### config.mk
export PLATFORM = sky130hd
export DESIGN_NAME = text_pretokenizer
export DESIGN_NICKNAME = d
export VERILOG_FILES = /design/src/design/ptk_pkg.sv /design/src/design/ptk_skid.sv /design/src/design/ptk_step.sv /design/src/design/ptk_serial.sv /design/src/design/text_pretokenizer.sv
export SDC_FILE = /design/constraint.sdc
export NUM_CORES = 1
export LEC_CHECK = 0
export BUFFER_PORTS_ARGS = -buffer_cell sky130_fd_sc_hd__buf_4
export CORE_ASPECT_RATIO = 2
export CORE_MARGIN = 5
export CORE_UTILIZATION = 40
export CTS_CLUSTER_SIZE = 10
export DETAILED_ROUTE_END_ITERATION = 12
export PLACE_DENSITY = 0.53
export SYNTH_ARGS = -nofsm -noshare
export SYNTH_HDL_FRONTEND = slang
export SYNTH_SLANG_ARGS = --single-unit
### constraint.sdc
create_clock -name clk -period 9.3 [get_ports clk]
set_input_delay 0 -clock clk [delete_from_list [all_inputs] [get_ports clk]]
set_output_delay 0 -clock clk [all_outputs]
set_load 0.01 [all_outputs]
### src/design/ptk_pkg.sv
`default_nettype none

package ptk_pkg;

  // One text byte as it arrives
  typedef struct packed {
    logic [7:0] in_byte;
    logic       last_in_text;
  } in_item_t;

  // One result: a token byte or the empty end marker
  typedef struct packed {
    logic [7:0] out_byte;
    logic       byte_valid;
    logic [1:0] token_class;
    logic       token_end;
    logic       text_end;
  } out_item_t;

  // Result slots for one text byte; one byte causes at most three results
  localparam int unsigned MAX_RES = 4;

  // Results of one byte, handed from the step logic to the result register
  typedef struct packed {
    logic [2:0]                cnt;
    out_item_t [MAX_RES-1:0]   res;
  } bundle_t;

  // Token classes
  localparam logic [1:0] CLS_CONTR  = 2'd0;
  localparam logic [1:0] CLS_LETTER = 2'd1;
  localparam logic [1:0] CLS_DIGIT  = 2'd2;
  localparam logic [1:0] CLS_OTHER  = 2'd3;

  // Pending contraction: none, apostrophe seen, apostrophe plus r/v/l seen
  localparam logic [1:0] Q_NONE = 2'd0;
  localparam logic [1:0] Q_ONE  = 2'd1;
  localparam logic [1:0] Q_TWO  = 2'd2;

  localparam logic [7:0] APOS = 8'h27;

  function automatic out_item_t mk_res(input logic [7:0] b, input logic v,
                                       input logic [1:0] cls, input logic e);
    out_item_t r;
    r.out_byte    = b;
    r.byte_valid  = v;
    r.token_class = cls;
    r.token_end   = e;
    r.text_end    = 1'b0;
    return r;
  endfunction

endpackage

`default_nettype wire

### src/design/ptk_skid.sv
`default_nettype none

// Input register with a skid entry; in_ready comes straight from a flop.
module ptk_skid (
  input  wire logic              clk,
  input  wire logic              rst_n,
  input  wire logic              in_valid,
  output logic                   in_ready,
  input  wire ptk_pkg::in_item_t in_item,
  input  wire logic              pop,
  output logic                   stage_valid,
  output ptk_pkg::in_item_t      stage_item
);

  logic              main_valid_r, main_valid_nxt;
  logic              skid_valid_r, skid_valid_nxt;
  ptk_pkg::in_item_t main_r, main_nxt;
  ptk_pkg::in_item_t skid_r, skid_nxt;
  logic              in_xfer;
  logic              main_open;

  assign in_ready    = !skid_valid_r;
  assign in_xfer     = in_valid && in_ready;
  assign main_open   = !main_valid_r || pop;
  assign stage_valid = main_valid_r;
  assign stage_item  = main_r;

  // Refill the stage from the skid entry first, else from the port
  always_comb begin
    main_valid_nxt = main_valid_r;
    main_nxt       = main_r;
    skid_valid_nxt = skid_valid_r;
    skid_nxt       = skid_r;
    if (main_open) begin
      main_valid_nxt = skid_valid_r || in_xfer;
      main_nxt       = skid_valid_r ? skid_r : in_item;
      skid_valid_nxt = 1'b0;
    end else if (in_xfer) begin
      skid_valid_nxt = 1'b1;
      skid_nxt       = in_item;
    end
  end

  always_ff @(posedge clk) begin
    if (!rst_n) begin
      main_valid_r <= 1'b0;
      skid_valid_r <= 1'b0;
    end else begin
      main_valid_r <= main_valid_nxt;
      skid_valid_r <= skid_valid_nxt;
    end
    main_r <= main_nxt;
    skid_r <= skid_nxt;
  end

`ifndef SYNTHESIS
  a_skid_needs_main: assert property (@(posedge clk) disable iff (!rst_n)
    skid_valid_r |-> main_valid_r)
    else $error("skid entry holds data while stage is empty");
`endif

endmodule

`default_nettype wire

### src/design/ptk_step.sv
`default_nettype none

// Token state and the per-byte classification logic.
module ptk_step (
  input  wire logic              clk,
  input  wire logic              rst_n,
  input  wire logic              take,
  input  wire ptk_pkg::in_item_t stage_item,
  output ptk_pkg::bundle_t       bundle
);

  typedef struct packed {
    logic                emit;
    ptk_pkg::out_item_t  r;
    logic                start_q;
    logic                hv;
    logic [7:0]          hb;
    logic [1:0]          hc;
  } plain_t;

  logic [7:0] held_byte_r, held_byte_nxt;
  logic       held_valid_r, held_valid_nxt;
  logic [1:0] run_class_r, run_class_nxt;
  logic [7:0] quote_byte_r, quote_byte_nxt;
  logic [1:0] quote_cnt_r, quote_cnt_nxt;

  logic [7:0] c;
  logic [7:0] lc;
  logic [7:0] need;
  logic       ws;
  logic       eot;
  logic [2:0] n;
  plain_t     pb;
  ptk_pkg::out_item_t [ptk_pkg::MAX_RES-1:0] res;

  // A kept byte with no contraction pending
  function automatic plain_t plain_byte(input logic [7:0] b, input logic hv,
                                        input logic [7:0] hb, input logic [1:0] hc);
    plain_t     p;
    logic [1:0] cls;
    p         = '0;
    p.hb      = hb;
    p.hc      = hc;
    p.emit    = hv;
    if (b == ptk_pkg::APOS && !(hv && hc == ptk_pkg::CLS_OTHER)) begin
      p.r       = ptk_pkg::mk_res(hb, 1'b1, hc, 1'b1);
      p.start_q = 1'b1;
      p.hv      = 1'b0;
    end else begin
      if (b inside {["a":"z"]}) cls = ptk_pkg::CLS_LETTER;
      else if (b inside {["0":"9"]}) cls = ptk_pkg::CLS_DIGIT;
      else cls = ptk_pkg::CLS_OTHER;
      p.r  = ptk_pkg::mk_res(hb, 1'b1, hc,
                             !(cls == hc && cls != ptk_pkg::CLS_DIGIT));
      p.hv = 1'b1;
      p.hb = b;
      p.hc = cls;
    end
    return p;
  endfunction

  assign c   = stage_item.in_byte;
  assign eot = stage_item.last_in_text;
  assign ws  = (c == 8'h20) || (c inside {[8'h09:8'h0D]});
  assign lc  = (c inside {["A":"Z"]}) ? c + 8'd32 : c;

  // Results of one byte and the state it leaves
  always_comb begin
    held_byte_nxt  = held_byte_r;
    held_valid_nxt = held_valid_r;
    run_class_nxt  = run_class_r;
    quote_byte_nxt = quote_byte_r;
    quote_cnt_nxt  = ptk_pkg::Q_NONE;
    res            = '0;
    n              = 3'd0;
    need           = (quote_byte_r == "l") ? "l" : "e";
    pb             = '0;

    case (quote_cnt_r)
      ptk_pkg::Q_ONE: begin
        if (ws) begin
          res[n[1:0]] = ptk_pkg::mk_res(ptk_pkg::APOS, 1'b1, ptk_pkg::CLS_OTHER, 1'b1);
          n = n + 3'd1;
        end else if (lc inside {"s", "t", "m", "d"}) begin
          res[n[1:0]] = ptk_pkg::mk_res(ptk_pkg::APOS, 1'b1, ptk_pkg::CLS_CONTR, 1'b0);
          n = n + 3'd1;
          res[n[1:0]] = ptk_pkg::mk_res(lc, 1'b1, ptk_pkg::CLS_CONTR, 1'b1);
          n = n + 3'd1;
        end else if (lc inside {"r", "v", "l"}) begin
          quote_byte_nxt = lc;
          quote_cnt_nxt  = ptk_pkg::Q_TWO;
        end else begin
          // failed contraction: apostrophe opens an other run
          pb = plain_byte(lc, 1'b1, ptk_pkg::APOS, ptk_pkg::CLS_OTHER);
          if (pb.emit) begin
            res[n[1:0]] = pb.r;
            n = n + 3'd1;
          end
          held_valid_nxt = pb.hv;
          held_byte_nxt  = pb.hb;
          run_class_nxt  = pb.hc;
          if (pb.start_q) quote_cnt_nxt = ptk_pkg::Q_ONE;
        end
      end
      ptk_pkg::Q_TWO: begin
        if (!ws && lc == need) begin
          res[n[1:0]] = ptk_pkg::mk_res(ptk_pkg::APOS, 1'b1, ptk_pkg::CLS_CONTR, 1'b0);
          n = n + 3'd1;
          res[n[1:0]] = ptk_pkg::mk_res(quote_byte_r, 1'b1, ptk_pkg::CLS_CONTR, 1'b0);
          n = n + 3'd1;
          res[n[1:0]] = ptk_pkg::mk_res(lc, 1'b1, ptk_pkg::CLS_CONTR, 1'b1);
          n = n + 3'd1;
        end else begin
          // apostrophe stands alone, the held r/v/l starts a letter run
          res[n[1:0]] = ptk_pkg::mk_res(ptk_pkg::APOS, 1'b1, ptk_pkg::CLS_OTHER, 1'b1);
          n = n + 3'd1;
          if (ws) begin
            res[n[1:0]] = ptk_pkg::mk_res(quote_byte_r, 1'b1, ptk_pkg::CLS_LETTER, 1'b1);
            n = n + 3'd1;
            held_valid_nxt = 1'b0;
            held_byte_nxt  = quote_byte_r;
            run_class_nxt  = ptk_pkg::CLS_LETTER;
          end else begin
            pb = plain_byte(lc, 1'b1, quote_byte_r, ptk_pkg::CLS_LETTER);
            if (pb.emit) begin
              res[n[1:0]] = pb.r;
              n = n + 3'd1;
            end
            held_valid_nxt = pb.hv;
            held_byte_nxt  = pb.hb;
            run_class_nxt  = pb.hc;
            if (pb.start_q) quote_cnt_nxt = ptk_pkg::Q_ONE;
          end
        end
      end
      default: begin
        if (ws) begin
          if (held_valid_r) begin
            res[n[1:0]] = ptk_pkg::mk_res(held_byte_r, 1'b1, run_class_r, 1'b1);
            n = n + 3'd1;
          end
          held_valid_nxt = 1'b0;
        end else begin
          pb = plain_byte(lc, held_valid_r, held_byte_r, run_class_r);
          if (pb.emit) begin
            res[n[1:0]] = pb.r;
            n = n + 3'd1;
          end
          held_valid_nxt = pb.hv;
          held_byte_nxt  = pb.hb;
          run_class_nxt  = pb.hc;
          if (pb.start_q) quote_cnt_nxt = ptk_pkg::Q_ONE;
        end
      end
    endcase

    // End of text: flush everything pending and return to reset state
    if (eot) begin
      if (quote_cnt_nxt == ptk_pkg::Q_ONE) begin
        res[n[1:0]] = ptk_pkg::mk_res(ptk_pkg::APOS, 1'b1, ptk_pkg::CLS_OTHER, 1'b1);
        n = n + 3'd1;
      end else if (quote_cnt_nxt == ptk_pkg::Q_TWO) begin
        res[n[1:0]] = ptk_pkg::mk_res(ptk_pkg::APOS, 1'b1, ptk_pkg::CLS_OTHER, 1'b1);
        n = n + 3'd1;
        res[n[1:0]] = ptk_pkg::mk_res(quote_byte_nxt, 1'b1, ptk_pkg::CLS_LETTER, 1'b1);
        n = n + 3'd1;
      end
      if (held_valid_nxt) begin
        res[n[1:0]] = ptk_pkg::mk_res(held_byte_nxt, 1'b1, run_class_nxt, 1'b1);
        n = n + 3'd1;
      end
      if (n == 3'd0) begin
        res[n[1:0]] = ptk_pkg::mk_res(8'd0, 1'b0, ptk_pkg::CLS_CONTR, 1'b0);
        n = n + 3'd1;
      end
      res[n[1:0] - 2'd1].text_end = 1'b1;
      held_byte_nxt  = 8'd0;
      held_valid_nxt = 1'b0;
      run_class_nxt  = 2'd0;
      quote_byte_nxt = 8'd0;
      quote_cnt_nxt  = ptk_pkg::Q_NONE;
    end

    bundle.cnt = n;
    bundle.res = res;
  end

  always_ff @(posedge clk) begin
    if (!rst_n) begin
      held_byte_r  <= 8'd0;
      held_valid_r <= 1'b0;
      run_class_r  <= 2'd0;
      quote_byte_r <= 8'd0;
      quote_cnt_r  <= ptk_pkg::Q_NONE;
    end else if (take) begin
      held_byte_r  <= held_byte_nxt;
      held_valid_r <= held_valid_nxt;
      run_class_r  <= run_class_nxt;
      quote_byte_r <= quote_byte_nxt;
      quote_cnt_r  <= quote_cnt_nxt;
    end
  end

`ifndef SYNTHESIS
  a_quote_cnt_legal: assert property (@(posedge clk) disable iff (!rst_n)
    quote_cnt_r != 2'd3)
    else $error("contraction tracker in unused code");

  a_eot_clears: assert property (@(posedge clk) disable iff (!rst_n)
    (take && stage_item.last_in_text) |=> (!held_valid_r && quote_cnt_r == ptk_pkg::Q_NONE))
    else $error("state not cleared after end of text");
`endif

endmodule

`default_nettype wire

### src/design/ptk_serial.sv
`default_nettype none

// Result register: holds one byte's results and hands them out one per cycle while out_ready is high.
module ptk_serial (
  input  wire logic              clk,
  input  wire logic              rst_n,
  input  wire logic              load,
  input  wire ptk_pkg::bundle_t  bundle,
  output logic                   free,
  output logic                   out_valid,
  input  wire logic              out_ready,
  output ptk_pkg::out_item_t     out_item
);

  ptk_pkg::out_item_t [ptk_pkg::MAX_RES-1:0] res_r, res_nxt;
  logic [2:0] rem_r, rem_nxt;
  logic       out_xfer;

  assign out_valid = rem_r != 3'd0;
  assign out_item  = res_r[0];
  assign out_xfer  = out_valid && out_ready;
  assign free      = (rem_r == 3'd0) || (rem_r == 3'd1 && out_ready);

  // Load a fresh set, or shift the next result to the head
  always_comb begin
    res_nxt = res_r;
    rem_nxt = rem_r;
    if (load) begin
      res_nxt = bundle.res;
      rem_nxt = bundle.cnt;
    end else if (out_xfer) begin
      for (int i = 0; i < ptk_pkg::MAX_RES - 1; i++) begin
        res_nxt[i] = res_r[i+1];
      end
      rem_nxt = rem_r - 3'd1;
    end
  end

  always_ff @(posedge clk) begin
    if (!rst_n) begin
      rem_r <= 3'd0;
    end else begin
      rem_r <= rem_nxt;
    end
    res_r <= res_nxt;
  end

`ifndef SYNTHESIS
  a_rem_bound: assert property (@(posedge clk) disable iff (!rst_n)
    rem_r <= 3'd4)
    else $error("result count out of range");

  a_load_when_free: assert property (@(posedge clk) disable iff (!rst_n)
    load |-> free)
    else $error("result register overwritten");

  a_pop_counts: assert property (@(posedge clk) disable iff (!rst_n)
    (out_xfer && !load) |=> rem_r == $past(rem_r) - 3'd1)
    else $error("result count did not drop on transfer");
`endif

endmodule

`default_nettype wire

### src/design/text_pretokenizer.sv
`default_nettype none

// Text pre-tokenizer for a byte-pair encoder front end.
// Input channel (in_valid/in_ready/in_item): one raw text byte per transfer,
// with last_in_text set on the last byte of a text.
// Result channel (out_valid/out_ready/out_item): kept bytes, lowercased, each
// tagged with token class and token end; text_end marks a text's last result.
// A byte gives zero to three results; an end of text with nothing pending
// gives one empty result (byte_valid low).
// A byte taken from the input channel waits in the input register, then its
// results enter the result register, from which the first one can transfer.
// Throughput: one byte per cycle while out_ready is high and each byte gives
// at most one result; more results hold the result register until all transfer.
// in_ready comes from a flop (two-entry input register with skid), so a new
// byte is taken while a finished result waits. When out_ready is low the
// results hold steady and input stops after two bytes are buffered.
// Reset (rst_n low at a clock edge) empties both registers and clears all
// token state.
module text_pretokenizer (
  input  wire logic               clk,
  input  wire logic               rst_n,
  input  wire logic               in_valid,
  output logic                    in_ready,
  input  wire ptk_pkg::in_item_t  in_item,
  output logic                    out_valid,
  input  wire logic               out_ready,
  output ptk_pkg::out_item_t      out_item
);

  logic              stage_valid;
  ptk_pkg::in_item_t stage_item;
  logic              free;
  logic              take;
  ptk_pkg::bundle_t  bundle;

  // Stage byte moves into the result register once it can take a full set
  assign take = stage_valid && free;

  ptk_skid u_skid (
    .clk         (clk),
    .rst_n       (rst_n),
    .in_valid    (in_valid),
    .in_ready    (in_ready),
    .in_item     (in_item),
    .pop         (take),
    .stage_valid (stage_valid),
    .stage_item  (stage_item)
  );

  ptk_step u_step (
    .clk        (clk),
    .rst_n      (rst_n),
    .take       (take),
    .stage_item (stage_item),
    .bundle     (bundle)
  );

  ptk_serial u_serial (
    .clk       (clk),
    .rst_n     (rst_n),
    .load      (take),
    .bundle    (bundle),
    .free      (free),
    .out_valid (out_valid),
    .out_ready (out_ready),
    .out_item  (out_item)
  );

endmodule

`default_nettype wire
==> metrics.md <==
| Metric | Value |
|---|---|
| # setup viols final | 0 |
| Core area | 15,900 um2 |
| Worst slew margin | 20.2% |
| TritonRoute pass-1 iters | 6 |
| Reg2Reg Setup Slack | 3.38 ns |
| Synth top area share | 31.7% |
| GRT Residual Overflow | 0 |
| Post-synth ARST share | 0% |
| Die width | 99.8 um |
| Worst Max-Slew Pin Slew | 1.18 ns |
| VDD IR max | 320 uV |
| Final Max Tran Viols | 0 |
| Top post-synthesis cells by count | nand2_1 (71), nor2_1 (70), edfxtp_1 (68) |
| Tcrit/Tclk final | 63.7% |
| Post-DP HPWL | 20.0 mm |
| Layout net count | 766 |
| Largest area contributor in the synthesized netlist | edfxtp_1 |
| Met1 usage | 27.8% |
| Setup ws final | 3.38 ns |
| P_leak | 2.65 nW |
| Clock slew seen by the registers of the worst setup and hold paths | 0.07 ns |
| Setup crit start kind | register |
| Dominant synthesized flop cell | edfxtp_1 |
| Post-Syn Area | 6450 um2 |
| Worst setup path start | u_skid.stage_item[3] |
| CTS tree | built |
| Minimum clock period | 5.92 ns |
| Maximum clock path buffer count | 2 |
| Post-synth EDFFs | 68 |
| Antenna diodes | 0 |
| First-pass GRT wire length | 38.2 mm |
| FP Rows | 65 |
| Pwr Total | 1.81 mW |
| Setup TNS | 0 ns |
| Max-cap violation count | 0 |
| Crit. End Element | register |
| Final Skew | 0.00771 ns |
| Reg2reg end | u_serial.res_r[50] |
| Worst-Skew Late Latency | 0.36 ns |
| Multi-input gate area | 3500 um2 |
| Vias in the first global route | 6,087 |
| Mapped Avg Cell Area | 8.87 um2 |
| Io pins | 28 |
| M2 GR Usage | 50.3% |
| Wire length per cell | 27.3 um |
| Status | complete, no violations |
| H-tree lvl count | 3 |
| Overall Global Routing Usage | 27.4% |
| Starting Density | 40.7% |
| Residual DRC | 0 |
| Initial DRC count | 476 |
| Top-count cell post-synth | nand2_1 |
| PwrDens | 255 nW/um2 |
| Crit Path Class | reg2reg |
| Root buf cell | clkbuf_16 |
| Sequential fraction of the synthesis area | 39.7% |
| Max incr delay on CP | 0.79 ns |
| CP max FO | 19 |
| # fillers | 1,595 |
| CP required | 9.49 ns |
| CTS Buf Count | 9 |
| Routed Antenna Nets | 0 |
| Die area | 18,900 um2 |
| RSZ-0062 raised after global routing | false |
| Layout cells sized above 1 | 12.9% |
| Dpl ws | 3.54 ns |
| Routed wire length | 25.5 mm |
| CP max-delay cell | a21oi_1 |
| Final Hold Fails | 0 |
| Port bufs | 27 |
| Synth area leaders | edfxtp_1 (32%), dfxtp_1 (8.1%), ha_1 (4.3%), a21oi_1 (4.2%), o21ai_0 (4.2%) |
| FF/Latch Area | 2560 um2 |
| Achievable Freq | 169 MHz |
| Post-Syn Nets | 762 |
| Largest net degree at the start of global routing | 62 |
| CTS Sinks | 94 |
| Worst-path cell chain | nor2_1 > a2111oi_0 > o211a_1 > nor2_1 > a311o_2 > ha_1 > o21ai_0 > o211ai_1 > ha_1 > mux2_2 > inv_1 > ha_1 > inv_1 > nor2_1 > a41oi_2 > nand2_1 > a21oi_1 > a21boi_0 |
| Placed Area | 6730 um2 |
| Reg2Reg Depth | 18 |
| CP Data Arrival Time | 6.11 ns |
| # Post-CTS Setup Buffers | 0 |
| Routability Congestion | 1.06 |
| Routed vias/inst | 6.41 |
| #FFs+latches synth | 94 |
| Post-Syn Instances | 727 |
| Area growth from synthesis to layout | 10.1% |
| Gr busiest metal | met2 |
| Final Util | 44.7% |
| Initial antenna violation count | 0 |
| Grt met3 use | 3.41% |
| RR Startpoint | u_skid.stage_item[3] |
| Distinct cells, synth | 82 |
| DR vias | 6,004 |
| Finished Cell Area | 7100 um2 |
| Yosys warns | 0 |
| Chip Height | 190 um |
| Worst Setup EP | u_serial.res_r[50] |
| Worst hold path class | in2reg |
-- what timing repair did --
action | 4_1_cts | 5_1_grt
hold buffers | 11 | 0
endpoints found under the hold margin | 24 | 0
resized for setup | 0 | 0
setup endpoints to repair | 0 | 0
-- power by group --
part / switching, mW / internal, mW
logic: 0.477 / 0.250
clock network: 0.166 / 0.179
registers: 0.104 / 0.635
-- metal layers --
layer | routed length [um] | share of wire [%] | up-vias
li1 | - | - | 2736
met1 | 8640 | 34 | 2886
met2 | 13700 | 54 | 291
met3 | 1310 | 5.1 | 91
met4 | 1900 | 7.5 | 0
met5 | 0 | 0 | -
-- how the worst min path moves through the flow --
stage / startpoint / endpoint / slack [ns] / depth (start not counted)
floorplan: in_item[0] / u_skid.skid_r[0] / 0.1 / 0
global placement: in_item[7] / u_skid.skid_r[7] / 0.19 / 1
detailed placement: in_item[2] / u_skid.skid_r[2] / 0.19 / 1
CTS: out_ready / u_serial.rem_r[2] / 0.03 / 3
global route: out_ready / u_serial.rem_r[2] / 0.05 / 3
finish: out_ready / u_serial.rem_r[2] / 0.03 / 3
-- logic make-up after synthesis --
logic type                 Yosys count  share of synthesized area [%]
DFF                                 94                           39.7
buffers and inverters               88                           6.15
and+or+nand+nor                    239                           17.6
AOI/OAI and AO/OA                  259                           28.0
xor gates and xnor gates             5                          0.796
adders and majority gates           22                           4.27
muxes                               20                           3.45
-- worst max-delay path, delay by kind of cell, from the launching register on --
| family | cells | cell delay [ns] |
|---|---|---|
| AO/OA/AOI/OAI | 8 | 3.16 |
| adder cells (fa/ha/maj) | 3 | 0.91 |
| flip-flops | 1 | 0.75 |
| AND/OR/NAND/NOR | 4 | 0.53 |
| multiplexers | 1 | 0.22 |
| buffers and inverters | 2 | 0.17 |
-- flip-flops by register name, indices dropped and copies added, names as in the netlist, 2 cells and up --
name and cells:
u_serial.res_r 37, u_step.held_byte_r 8, u_skid.stage_item 9, u_skid.skid_r 9, u_step.run_class_r 2, u_step.quote_cnt_r 2
u_serial.out_item 13, u_step.quote_byte_r 8, u_serial.rem_r 3
-- stage by stage --
stage	instances	hold WS, ns
after floorplan	727	0.0989
after global placement	910	0.186
after detailed placement	910	0.188
after CTS	936	0.0318
after global routing	936	0.0486
final	936	0.0322
-- final cells by class --
cell class	count	area share, %
clock buffers	11	3.28
clock inverters	4	0.353
inverters	30	1.59
multi-input cells	545	49.3
flip-flops and latches	94	36.1
well taps	201	3.54
repair buffers	51	5.78
-- layout by cell type (no fill, tap or decap), types with 8 or more instances in the layout --
cell and instances:
a211oi_1 9, a21boi_0 9, a21oi_1 54, a221oi_1 8, a22oi_1 19, a31oi_1 9, and3_1 11, buf_4 40
clkbuf_16 9, dfxtp_1 26, dlygate4sd3_1 11, edfxtp_1 68, ha_1 22, inv_1 29, mux2_2 14, nand2_1 70
nand2b_1 9, nand3_1 17, nor2_1 70, nor2b_1 9, nor3_1 17, o21ai_0 54, o221ai_1 10, o31ai_1 8
Note: power is estimated with default switching activity, not from simulation.
